**src/design/pats_pkg.sv**
```systemverilog
package pats_pkg;

    // Command codes
    typedef enum logic [3:0] {
        FN_ADD     = 4'd0,
        FN_KILL    = 4'd1,
        FN_SLEEP   = 4'd2,
        FN_TICK    = 4'd3,
        FN_SCHED   = 4'd4,
        FN_SEMINIT = 4'd5,
        FN_WAIT    = 4'd6,
        FN_SIGNAL  = 4'd7,
        FN_BWAIT   = 4'd8,
        FN_BSIGNAL = 4'd9,
        FN_TRY     = 4'd10,
        FN_BTRY    = 4'd11,
        FN_WAKE    = 4'd12
    } func_t;

    // Sequencer states
    typedef enum logic [2:0] {
        ST_IDLE,
        ST_SCAN,
        ST_SIG,
        ST_FIND,
        ST_DONE
    } state_t;

    localparam logic [7:0] PRIO_NONE       = 8'd255;
    localparam logic [7:0] AGE_MAX         = 8'd255;
    localparam logic [7:0] AGE_LIMIT_RESET = 8'd8;

    // Saturating signed 8-bit add of a small step
    function automatic logic signed [7:0] sat8_add(input logic signed [7:0] a,
                                                   input logic signed [1:0] d);
        logic signed [8:0] s;
        s = 9'(a) + 9'(d);
        if (s > 9'sd127)
            return 8'sd127;
        else if (s < -9'sd128)
            return -8'sd128;
        else
            return s[7:0];
    endfunction

endpackage

```
**src/design/pats_slot_eval.sv**
```systemverilog
// Evaluates one thread slot per cycle for the shared scan unit
module pats_slot_eval
    import pats_pkg::*;
(
    input  logic        used,
    input  logic [15:0] sleep_in,
    input  logic        blocked,
    input  logic [7:0]  wprio,
    input  logic [7:0]  best_prio,
    input  logic [7:0]  age_in,
    input  logic [7:0]  age_limit,
    output logic        better,
    output logic [15:0] sleep_dec,
    output logic [7:0]  age_inc,
    output logic        prio_drop
);
    logic eligible;

    always_comb begin
        eligible  = used && (sleep_in == 16'd0) && !blocked;
        better    = eligible && (wprio < best_prio);
        sleep_dec = (sleep_in != 16'd0) ? sleep_in - 16'd1 : sleep_in;
        age_inc   = (age_in < AGE_MAX) ? age_in + 8'd1 : age_in;
        prio_drop = (age_inc > age_limit) && (wprio != 8'd0);
    end
endmodule

```
**src/design/priority_aging_thread_scheduler_core.sv**
```systemverilog
// add/kill/sleep/wake/seminit/wait/bwait/try/btry go from acceptance straight to
// the result state; tick and schedule scan THREADS slots, one per cycle; bsignal
// searches the other slots for a blocked thread; signal runs signal_count rounds,
// each bumping the semaphore and, while it stays nonpositive, searching as well.
// One command at a time; s_tready returns the cycle after the result word is taken.
// aresetn (synchronous, active low) frees all slots, zeroes semaphores, counters.
module priority_aging_thread_scheduler_core
    import pats_pkg::*;
#(
    parameter int THREADS    = 16,
    parameter int SEMAPHORES = 8
) (
    input  logic        aclk,
    input  logic        aresetn,
    input  logic        cfg_we,
    input  logic [7:0]  cfg_wdata,
    input  logic        s_tvalid,
    output logic        s_tready,
    // func[3:0] priority_req[11:4] sleep_ms[27:12] sem_index[30:28]
    // init_value[38:31] signal_count[42:39] target_thread[46:43], zero pad
    input  logic [47:0] s_tdata,
    output logic        m_tvalid,
    input  logic        m_tready,
    // ok[0] thread_id[4:1] switch_request[5] no_thread[6] old_value[14:7]
    // ms_time[46:15], zero pad
    output logic [47:0] m_tdata
);
    localparam int TW = $clog2(THREADS);
    localparam int SW = (SEMAPHORES > 1) ? $clog2(SEMAPHORES) : 1;
    localparam int CW = $clog2(THREADS + 1);

    // Per-slot table (flops, at most one slot touched per cycle)
    logic [THREADS-1:0] used_reg;
    logic [7:0]  base_reg  [THREADS];
    logic [7:0]  wprio_reg [THREADS];
    logic [7:0]  age_reg   [THREADS];
    logic [15:0] sleep_reg [THREADS];
    logic [5:0]  blk_reg   [THREADS];
    logic signed [7:0] sem_reg [SEMAPHORES];

    logic [TW-1:0] cur_reg;
    logic [CW-1:0] count_reg;
    logic [31:0]   ms_reg;
    logic [7:0]    age_limit_reg;
    state_t        state_reg;

    // Latched command
    logic [3:0]  fn_reg;
    logic [7:0]  prio_req_reg;
    logic [15:0] sleep_ms_reg;
    logic [2:0]  sidx_reg;
    logic signed [7:0] init_reg;
    logic [3:0]  scount_reg;
    logic [3:0]  target_reg;
    logic        cur_live_reg;

    // Scan unit state
    logic [CW-1:0] k_reg;
    logic [TW-1:0] best_reg;
    logic          found_reg;
    logic [7:0]    bestp_reg;
    logic [3:0]    rounds_reg;

    // Result register
    logic        ok_reg, sw_reg, none_reg;
    logic [3:0]  tid_reg;
    logic signed [7:0] oldv_reg;
    logic        mv_reg;

    assign s_tready = (state_reg == ST_IDLE) && !mv_reg;
    assign m_tvalid = mv_reg;
    assign m_tdata  = {1'b0, ms_reg, oldv_reg, none_reg, sw_reg, tid_reg, ok_reg};

    wire in_acc = s_tvalid && s_tready;

    // Current scan slot: (cur + k) mod THREADS
    logic [TW:0]   sum;
    logic [TW-1:0] idx;
    always_comb begin
        sum = {1'b0, cur_reg} + (TW+1)'(k_reg);
        idx = (sum >= (TW+1)'(THREADS)) ? TW'(sum - (TW+1)'(THREADS)) : sum[TW-1:0];
    end

    logic sem_ok;
    logic [SW-1:0] sidx;
    logic [5:0] tag;
    assign sem_ok = 32'(sidx_reg) < SEMAPHORES;
    assign sidx   = sem_ok ? SW'(sidx_reg) : '0;
    assign tag    = 6'(sidx) + 6'd1;

    // Scanned slot is live and blocked on the addressed semaphore
    logic hit;
    assign hit = used_reg[idx] && (blk_reg[idx] == tag);

    logic better, pdrop;
    logic [15:0] sdec;
    logic [7:0] ainc;
    pats_slot_eval u_eval (
        .used(used_reg[idx]), .sleep_in(sleep_reg[idx]), .blocked(blk_reg[idx] != 6'd0),
        .wprio(wprio_reg[idx]), .best_prio(bestp_reg), .age_in(age_reg[idx]),
        .age_limit(age_limit_reg), .better(better),
        .sleep_dec(sdec), .age_inc(ainc), .prio_drop(pdrop)
    );

    // Lowest free slot (priority encode)
    logic [TW-1:0] free_idx;
    logic          free_any;
    always_comb begin
        free_idx = '0;
        free_any = 1'b0;
        for (int i = THREADS - 1; i >= 0; i--) begin
            if (!used_reg[i]) begin
                free_idx = TW'(i);
                free_any = 1'b1;
            end
        end
    end

    logic signed [7:0] semv;
    logic signed [7:0] sem_inc;
    assign semv    = sem_reg[sidx];
    assign sem_inc = sat8_add(semv, 2'sd1);

    // Next-state logic
    state_t state_next;
    always_comb begin
        state_next = state_reg;
        unique case (state_reg)
            ST_IDLE: if (in_acc) begin
                // tick and schedule go to scan, bsignal to find, signal to sig
                if (s_tdata[3:0] == FN_TICK || s_tdata[3:0] == FN_SCHED)
                    state_next = ST_SCAN;
                else if (s_tdata[3:0] == FN_BSIGNAL)
                    state_next = ST_FIND;
                else if (s_tdata[3:0] == FN_SIGNAL)
                    state_next = ST_SIG;
                else
                    state_next = ST_DONE;
            end
            ST_SCAN: if (32'(k_reg) == THREADS) state_next = ST_DONE;
            ST_SIG: begin
                // bump; search only while the value stays nonpositive
                if (rounds_reg == 4'd0 || !sem_ok)
                    state_next = ST_DONE;
                else if (sem_inc <= 8'sd0)
                    state_next = ST_FIND;
                else if (rounds_reg == 4'd1)
                    state_next = ST_DONE;
            end
            ST_FIND: begin
                if (fn_reg == FN_SIGNAL) begin
                    if (hit || 32'(k_reg) == THREADS)
                        state_next = (rounds_reg == 4'd0) ? ST_DONE : ST_SIG;
                end else if (!sem_ok || 32'(k_reg) == THREADS || hit) begin
                    state_next = ST_DONE;
                end
            end
            ST_DONE: state_next = ST_IDLE;
            default: state_next = ST_IDLE;
        endcase
    end

    always_ff @(posedge aclk) begin
        if (!aresetn) begin
            state_reg     <= ST_IDLE;
            used_reg      <= '0;
            cur_reg       <= '0;
            count_reg     <= '0;
            ms_reg        <= '0;
            age_limit_reg <= AGE_LIMIT_RESET;
            mv_reg        <= 1'b0;
            for (int i = 0; i < SEMAPHORES; i++) sem_reg[i] <= '0;
        end else begin
            state_reg <= state_next;
            if (cfg_we) age_limit_reg <= cfg_wdata;
            if (mv_reg && m_tready) mv_reg <= 1'b0;

            unique case (state_reg)
                ST_IDLE: if (in_acc) begin
                    fn_reg       <= s_tdata[3:0];
                    prio_req_reg <= s_tdata[11:4];
                    sleep_ms_reg <= s_tdata[27:12];
                    sidx_reg     <= s_tdata[30:28];
                    init_reg     <= s_tdata[38:31];
                    scount_reg   <= s_tdata[42:39];
                    target_reg   <= s_tdata[46:43];
                    cur_live_reg <= used_reg[cur_reg];
                    ok_reg <= 1'b0; sw_reg <= 1'b0; none_reg <= 1'b0;
                    tid_reg <= '0; oldv_reg <= '0;
                    k_reg <= CW'(1);
                    found_reg <= 1'b0;
                    bestp_reg <= PRIO_NONE;
                    best_reg  <= '0;
                    rounds_reg <= s_tdata[42:39];
                end
                ST_SCAN: begin
                    k_reg <= k_reg + CW'(1);
                    if (fn_reg == FN_TICK) begin
                        if (used_reg[idx]) begin
                            sleep_reg[idx] <= sdec;
                            if (!(cur_live_reg && idx == cur_reg) && sdec == 16'd0
                                && blk_reg[idx] == 6'd0) begin
                                age_reg[idx] <= ainc;
                                if (pdrop) wprio_reg[idx] <= wprio_reg[idx] - 8'd1;
                            end
                        end
                        if (32'(k_reg) == THREADS) ms_reg <= ms_reg + 32'd1;
                    end else begin
                        if (better) begin
                            best_reg  <= idx;
                            bestp_reg <= wprio_reg[idx];
                            found_reg <= 1'b1;
                        end
                        if (32'(k_reg) == THREADS) begin
                            if (better || found_reg) begin
                                cur_reg <= better ? idx : best_reg;
                                age_reg[better ? idx : best_reg] <= '0;
                                wprio_reg[better ? idx : best_reg] <=
                                    base_reg[better ? idx : best_reg];
                                tid_reg <= 4'(better ? idx : best_reg);
                            end else begin
                                none_reg <= 1'b1;
                            end
                        end
                    end
                end
                ST_SIG: begin
                    // one signal round: bump the value
                    k_reg <= CW'(1);
                    if (rounds_reg != 4'd0 && sem_ok) begin
                        rounds_reg <= rounds_reg - 4'd1;
                        sem_reg[sidx] <= sem_inc;
                    end
                end
                ST_FIND: begin
                    k_reg <= k_reg + CW'(1);
                    if (fn_reg == FN_SIGNAL) begin
                        if (hit) blk_reg[idx] <= '0;
                    end else if (sem_ok) begin
                        // binary signal excludes current slot
                        if (32'(k_reg) == THREADS) begin
                            sem_reg[sidx] <= 8'sd1;
                        end else if (hit) begin
                            blk_reg[idx] <= '0;
                            sem_reg[sidx] <= 8'sd0;
                        end
                    end
                end
                ST_DONE: begin
                    mv_reg <= 1'b1;
                    unique case (fn_reg)
                        FN_ADD: if (32'(count_reg) < THREADS && free_any) begin
                            if (count_reg == '0) cur_reg <= free_idx;
                            used_reg[free_idx]  <= 1'b1;
                            base_reg[free_idx]  <= prio_req_reg;
                            wprio_reg[free_idx] <= prio_req_reg;
                            age_reg[free_idx]   <= '0;
                            sleep_reg[free_idx] <= '0;
                            blk_reg[free_idx]   <= '0;
                            count_reg <= count_reg + CW'(1);
                            ok_reg  <= 1'b1;
                            tid_reg <= 4'(free_idx);
                        end
                        FN_KILL: if (cur_live_reg) begin
                            used_reg[cur_reg] <= 1'b0;
                            if (count_reg != '0) count_reg <= count_reg - CW'(1);
                            sw_reg <= 1'b1;
                        end
                        FN_SLEEP: if (cur_live_reg) begin
                            sleep_reg[cur_reg] <= sleep_ms_reg;
                            sw_reg <= 1'b1;
                        end
                        FN_SEMINIT: if (sem_ok) sem_reg[sidx] <= init_reg;
                        FN_WAIT: if (sem_ok && cur_live_reg) begin
                            sem_reg[sidx] <= sat8_add(semv, -2'sd1);
                            if (sat8_add(semv, -2'sd1) < 8'sd0) begin
                                blk_reg[cur_reg] <= tag;
                                sw_reg <= 1'b1;
                            end
                        end
                        FN_BWAIT: if (sem_ok && cur_live_reg) begin
                            if (semv == 8'sd1) sem_reg[sidx] <= 8'sd0;
                            else begin
                                blk_reg[cur_reg] <= tag;
                                sw_reg <= 1'b1;
                            end
                        end
                        FN_TRY: if (sem_ok) begin
                            oldv_reg <= semv;
                            if (semv > 8'sd0) begin
                                sem_reg[sidx] <= semv - 8'sd1;
                                ok_reg <= 1'b1;
                            end
                        end
                        FN_BTRY: if (sem_ok) begin
                            oldv_reg <= semv;
                            sem_reg[sidx] <= 8'sd0;
                            ok_reg <= (semv != 8'sd0);
                        end
                        FN_WAKE: if (32'(target_reg) < THREADS)
                            sleep_reg[TW'(target_reg)] <= '0;
                        default: ;
                    endcase
                end
                default: ;
            endcase
        end
    end
endmodule

```
**config.mk**
```make
export PLATFORM = sky130hd
export DESIGN_NAME = priority_aging_thread_scheduler_core
export DESIGN_NICKNAME = d
export VERILOG_FILES = /design/src/design/pats_pkg.sv /design/src/design/pats_slot_eval.sv /design/src/design/priority_aging_thread_scheduler_core.sv
export SDC_FILE = /design/constraint.sdc
export NUM_CORES = 1
export LEC_CHECK = 0
export BUFFER_PORTS_ARGS = -buffer_cell sky130_fd_sc_hd__buf_2
export CAP_MARGIN = 20
export CELL_PAD_IN_SITES_DETAIL_PLACEMENT = 0
export CELL_PAD_IN_SITES_GLOBAL_PLACEMENT = 1
export CORE_ASPECT_RATIO = 1.5
export CORE_UTILIZATION = 23
export CTS_CLUSTER_SIZE = 30
export DETAILED_ROUTE_END_ITERATION = 10
export PLACE_DENSITY_LB_ADDON = 0.1
export SETUP_SLACK_MARGIN = 0.02
export SLEW_MARGIN = 10
export SYNTH_ARGS = -nofsm -noshare
export SYNTH_HDL_FRONTEND = slang
export SYNTH_SLANG_ARGS = --single-unit
```
**constraint.sdc**
```tcl
create_clock -name aclk -period 9.2 [get_ports aclk]
set_input_delay 1.38 -clock aclk [delete_from_list [all_inputs] [get_ports aclk]]
set_output_delay 1.38 -clock aclk [all_outputs]
set_load 0.01 [all_outputs]
```
==> impl_metrics.py, run 1 <==
metrics = {
    "run_status": {
        "status": "completed",
    },
    "route": {
        "finalWirelength_um": 127000,
        "vias": 24300,
        "vias_per_cell": 4.53,
        "wl_per_cell_um": 23.7,
        "drt_first_pass_iters": 5,
        "drt_iter0_markers": 1423,
        "ant_nets": 0,
        "drcViolationCount": 0,
    },
    "global_routing": {
        "grt.overflow.total": 0,
        "antenna_found_initial": 3,
        "grt_pass1_vias": 25700,
        "grt_pass1_wl_um": 182000,
        "grt_max_degree": 67,
        "track_usage": 0.140,
    },
    "sta": {
        "finalHoldViolations": 0,
        "min_period_over_period": 0.832,
        "setup_viol": 0,
        "slew_violations": 0,
        "post-route-min-period_ns": 7.66,
        "tightest_slew_ns": 1.18,
        "finClkSkew_ns": 0.0381,
        "rsz0062_at_grt": "no",
        "timing.hold.ws_ns": 0.501,
        "tns_ns": 0,
        "timing.fmax_mhz": 131,
        "relSlewSlack": 0.205,
    },
    "floorplan": {
        "coreArea_mm2": 0.177,
        "start_util": 0.232,
        "num_rows": 189,
        "dieHeight_um": 520,
        "ios": 111,
        "die_area_mm2": 0.180,
        "fp.dieW_um": 347,
    },
    "placement": {
        "hpwl_um": 85900,
        "gp_congestion": 0.773,
        "portBuffers": 108,
        "placed_cell_area_mm2": 0.0448,
    },
    "finish": {
        "fin_util": 0.272,
        "finish.instance_area_mm2": 0.0482,
        "drive_above_1_share": 0.201,
        "area_delta_synth_final_pct": 17.2,
        "fillers": 17900,
        "largest_reg_flops": 256,
        "nets": 3075,
    },
    "cts": {
        "cts_tree": "built",
        "hold_buffers": 0,
        "cts_max_path_buffers": 3,
        "clock-sinks": 921,
        "cts_buffers": 101,
        "clk_latency_ns": 0.72,
        "post_cts_buffers": 0,
        "cts_root_buffer": "clkbuf_16",
        "cts_repair_resize_count": 0,
        "clk_pin_slew_worst_paths_ns": 0.06,
        "h-tree-depth": 3,
    },
    "power": {
        "powerDensity_mw_per_mm2": 233,
        "max-vdd-ir-drop_v": 0.000130,
        "leakage_nw": 16.3,
    },
    "yosys": {
        "syn_area_per_cell_um2": 14.7,
        "synth-simple-area-share": 0.0938,
        "yosys.area.top_type_share": 0.620,
        "synthTopCellsByArea": "edfxtp_1 (62%), mux4_2 (8.7%), mux2i_1 (4.7%), dfxtp_1 (3.5%), nor2_1 (2.9%)",
        "synthesis.area_mm2": 0.0411,
        "synth_top_family_by_area": "multiplexers",
        "syn_inst": 2797,
        "synth_top_flop_cell": "edfxtp_1",
        "yosysMostFrequentCell": "edfxtp_1",
        "synth_top_cell_by_area": "edfxtp_1",
        "yosys_warnings": 0,
        "synth.ff_latch_count": 921,
        "syn_nets": 2896,
        "synth_cell_types": 97,
        "yosys-top-cells-count": "edfxtp_1 (849), nor2_1 (323), nand2_1 (208), mux2i_1 (192), mux4_2 (158)",
        "synth_compound_area_frac": 0.0582,
        "synth_mux_area_frac": 0.140,
        "synth_xor_area_frac": 0.0172,
        "synthArstFlopShare": 0,
        "synthAdderAreaFrac": 0.0119,
        "synth_edf_count": 849,
        "ys_seq_area_frac": 0.655,
    },
    "critical_path": {
        "slowest_stage": "fa_4",
        "cp.arrival_ns": 8.00,
        "rr_endpoint": "age_reg[13][5]",
        "worst-path-stages": 13,
        "critPathLaunchType": "flip-flop",
        "crit_family": "simple AND/OR/NAND/NOR gates",
        "r2r_start": "cur_reg[1]",
        "setup.worst_path.end": "age_reg[13][5]",
        "worst-r2r-setup-slack_ns": 1.54,
        "crit_chain": "fa_4, buf_4, mux4_2, a2111oi_4, or2_2, ha_1, nand4_4, or3_1, o21ai_0, o21ai_0, a211o_1, nand2b_1, nor2_2",
        "rr_worst_depth": 13,
        "cpPeakStageDelay_ns": 1.34,
        "crit_top_cell": "o21ai_0",
        "worstPathRequired_ns": 9.54,
        "crit_path_end_kind": "flip-flop",
        "critPathLaunch": "cur_reg[1]",
        "worstPathMaxFanout": 31,
        "worstSetupPathType": "flip-flop to flip-flop",
        "crit_buf_inv": 1,
    },
    "min_path": {
        "holdCritPathClass": "flip-flop to flip-flop",
    },
    "run": {
        "drv_cap": 0,
    },
}
-- cell families after synthesis --
group	Yosys count
buffers and inverters	189
DFF	921
xor gates and xnor gates	80
muxes	376
other	1
adders and majority gates	38
and+or+nand+nor	834
AOI/OAI and AO/OA	358
-- routing by layer --
metal	global-route usage	wire, um	up-vias
li1	-	-	11100
met1	0.160	50600	12500
met2	0.261	67700	479
met3	0.0196	4540	166
met4	0.0517	3700	0
met5	0	0	-
-- report_power, final --
| part | total [mW] | switching [mW] | internal [mW] | leakage (nW) |
|---|---|---|---|---|
| sequential | 5.04 | 0.0722 | 4.96 | 8.18 |
| clock | 4.19 | 1.75 | 2.44 | 1.61 |
| combinational | 2.00 | 1.36 | 0.641 | 6.48 |
-- layout make-up --
class / instances / area, um2 / area share
diodes: 1 / 2.50 / 0.0000519
clock buffers: 121 / 2690 / 0.0557
clock inverters: 63 / 676 / 0.0140
inverters: 58 / 219 / 0.00454
multi-input cells: 1687 / 13400 / 0.279
flip-flops and latches: 921 / 26900 / 0.559
well taps: 2292 / 2870 / 0.0595
repair buffers: 207 / 1370 / 0.0283
-- tightest hold or removal path, delay by kind of cell, from the launching register on --
family	cells	cell delay [ns]
flip-flops	1	0.33
multiplexers	1	0.07
AND/OR/NAND/NOR	1	0.07
-- worst min-delay path by stage --
stage                     startpoint                to  slack (ns)  cells after the start
finish              age_limit_reg[2]  age_limit_reg[2]        0.50                      2
global route              ms_reg[26]        ms_reg[26]        0.54                      2
CTS                       ms_reg[26]        ms_reg[26]        0.50                      2
detailed placement        ms_reg[26]        ms_reg[26]        0.49                      2
global placement          ms_reg[13]        ms_reg[13]        0.49                      2
floorplan           age_limit_reg[1]  age_limit_reg[1]        0.46                      2
-- stage by stage --
stage | setup WS (ns) | cells | total power, mW
global route | 1.24 | 5350 | 11.7
floorplan | 2.34 | 2797 | 6.38
finish | 1.54 | 5350 | 11.2
global placement | 1.46 | 5157 | 7.15
detailed placement | 1.43 | 5159 | 7.18
CTS | 1.39 | 5343 | 11.4
-- placed cells by master (no fill, tap or decap), types with 83 or more instances in the layout --
cell       count
mux4_2       158
a21oi_1       91
o21ai_0       83
nor2_1       306
buf_4         91
clkbuf_16    103
mux2i_1      192
buf_2        108
edfxtp_1     849
nand2_1      208
Note: power is estimated with default switching activity, not from simulation.
==> run 2: changes to the inputs <==
clock period = 6.9 ns   (was 9.2 ns; I/O delays follow)
==> run 2 against run 1 <==
Critical path type unchanged; fmax increased by 14%; routed wire length increased by 2.0%; design area increased by 1.3%; count of clock-buffer cells in the layout decreased by 2.
==> impl_metrics.py, run 2 (synthesized netlist as in run 1, its figures left out) <==
metrics = {
    "run_status": {
        "status": "completed",
    },
    "global_routing": {
        "use_met3": 0.0188,
        "antenna_found_initial": 8,
        "grt_pass1_wl_um": 186000,
        "grt_util_met1": 0.164,
        "use_met2": 0.270,
        "track_usage": 0.142,
        "grt-busiest-layer": "met2",
        "grt_max_degree": 67,
        "grt.overflow.total": 0,
        "grt_pass1_vias": 26200,
    },
    "run": {
        "drv_cap": 0,
    },
    "finish": {
        "seqCellArea_mm2": 0.0269,
        "final_common_cell": "edfxtp_1",
        "multiInputGateArea_mm2": 0.0134,
        "fillers": 17900,
        "layout_common_cells": "edfxtp_1 (849), nor2_1 (306), nand2_1 (208), mux2i_1 (192), buf_4 (172)",
        "drive_above_1_share": 0.223,
        "fin_util": 0.276,
        "largest_reg_flops": 256,
        "nets": 3161,
        "area_delta_synth_final_pct": 18.7,
    },
    "sta": {
        "setup_viol": 0,
        "slew_violations": 0,
        "post-route-min-period_ns": 6.69,
        "timing.fmax_mhz": 149,
        "timing.hold.ws_ns": 0.489,
        "finalHoldViolations": 0,
        "rsz0062_at_grt": "no",
        "finClkSkew_ns": 0.0312,
        "relSlewSlack": 0.284,
        "timing.final.ws_setup_ns": 0.207,
        "tightest_slew_ns": 1.07,
        "min_period_over_period": 0.970,
    },
    "floorplan": {
        "die_area_mm2": 0.180,
        "fp.dieW_um": 347,
        "dieHeight_um": 520,
        "num_rows": 189,
        "ios": 111,
        "coreArea_mm2": 0.177,
        "start_util": 0.232,
    },
    "placement": {
        "hpwl_um": 90300,
        "gp_congestion": 0.786,
        "dp_slack_ns": 0.0930,
        "portBuffers": 108,
    },
    "cts": {
        "clock-sinks": 921,
        "cts_tree": "built",
        "clk_latency_ns": 0.73,
        "cts_buffers": 99,
        "h-tree-depth": 3,
        "clk_pin_slew_worst_paths_ns": 0.06,
        "cts_max_path_buffers": 3,
        "cts_root_buffer": "clkbuf_16",
    },
    "critical_path": {
        "slowest_stage": "fa_4",
        "cp.arrival_ns": 7.15,
        "crit_buf_inv": 5,
        "worstPathRequired_ns": 7.35,
        "crit_top_cell": "buf_4",
        "worstPathMaxFanout": 16,
        "worstSetupPathType": "flip-flop to flip-flop",
        "cpPeakStageDelay_ns": 1.10,
        "crit_family": "simple AND/OR/NAND/NOR gates",
        "crit_chain": "ha_4, fa_4, buf_12, buf_4, mux4_2, a2111oi_0, buf_4, or2_2, ha_1, nand4_4, or3_1, buf_4, nor3_1, a21o_1, nor2_1, a22oi_1, a31oi_1, buf_4",
        "crit_path_end_kind": "flip-flop",
        "critPathLaunchType": "flip-flop",
    },
    "power": {
        "powerDensity_mw_per_mm2": 307,
        "max-vdd-ir-drop_v": 0.000172,
        "leakage_nw": 16.7,
    },
    "route": {
        "finalWirelength_um": 129000,
        "drt_iter0_markers": 1554,
        "vias_per_cell": 4.50,
        "wl_per_cell_um": 23.7,
        "vias": 24500,
        "ant_nets": 0,
        "drcViolationCount": 0,
        "drt_first_pass_iters": 5,
    },
    "min_path": {
        "holdCritPathClass": "primary input to flip-flop",
    },
}
[run 2: through the flow]
step / instance area [um2] / TNS (ns) / cells / power (mW)
3_5_place_dp: 45500 / 0 / 5247 / 9.70
3_3_place_gp: 45400 / -1.26 / 5246 / 9.66
6_report: 48800 / 0 / 5441 / 15.0
2_1_floorplan: 41100 / 0 / 2797 / 8.50
4_1_cts: 48700 / 0 / 5432 / 15.3
5_1_grt: 48800 / 0 / 5439 / 15.6
[run 2: path summary, 6_finish.rpt]
kind / from / slack (ns) / end / cells past startpoint
hold reg to reg: ms_reg[13] / 0.50 / ms_reg[13] / 2
setup reg to reg: k_reg[0] / 0.21 / wprio_reg[0][0] / 18
setup / recovery: k_reg[0] / 0.21 / wprio_reg[0][0] / 18
hold / removal: s_tdata[34] / 0.49 / init_reg[3] / 1
[run 2: final cells by class]
class                   instances  area share
inverters                      58     0.00449
multi-input cells            1687       0.274
flip-flops and latches        921       0.552
clock inverters                66      0.0139
diodes                          3    0.000154
well taps                    2292      0.0588
repair buffers                295      0.0435
clock buffers                 119      0.0534
[run 2: power breakdown]
group          internal [mW]  leakage [nW]  total [mW]  switching, mW
Clock                   3.12          1.59        5.47           2.35
Combinational          0.948          6.93        2.78           1.84
Sequential              6.62          8.18        6.72          0.104
Total                   10.7          16.7        15.0           4.29
[run 2: per-layer routing]
metal / up-vias / routed length, um / part of all wire
met5: - / 0 / 0
met4: 0 / 2850 / 0.022
met3: 145 / 4550 / 0.035
met2: 440 / 70200 / 0.54
met1: 12600 / 51600 / 0.40
li1: 11300 / - / -
[run 2: repair_timing]
| action | in CTS | in global routing |
|---|---|---|
| resized for setup | 0 | 1 |
| hold buffers | 0 | 0 |
| setup buffers | 0 | 1 |
| setup endpoints to repair | 0 | 166 |
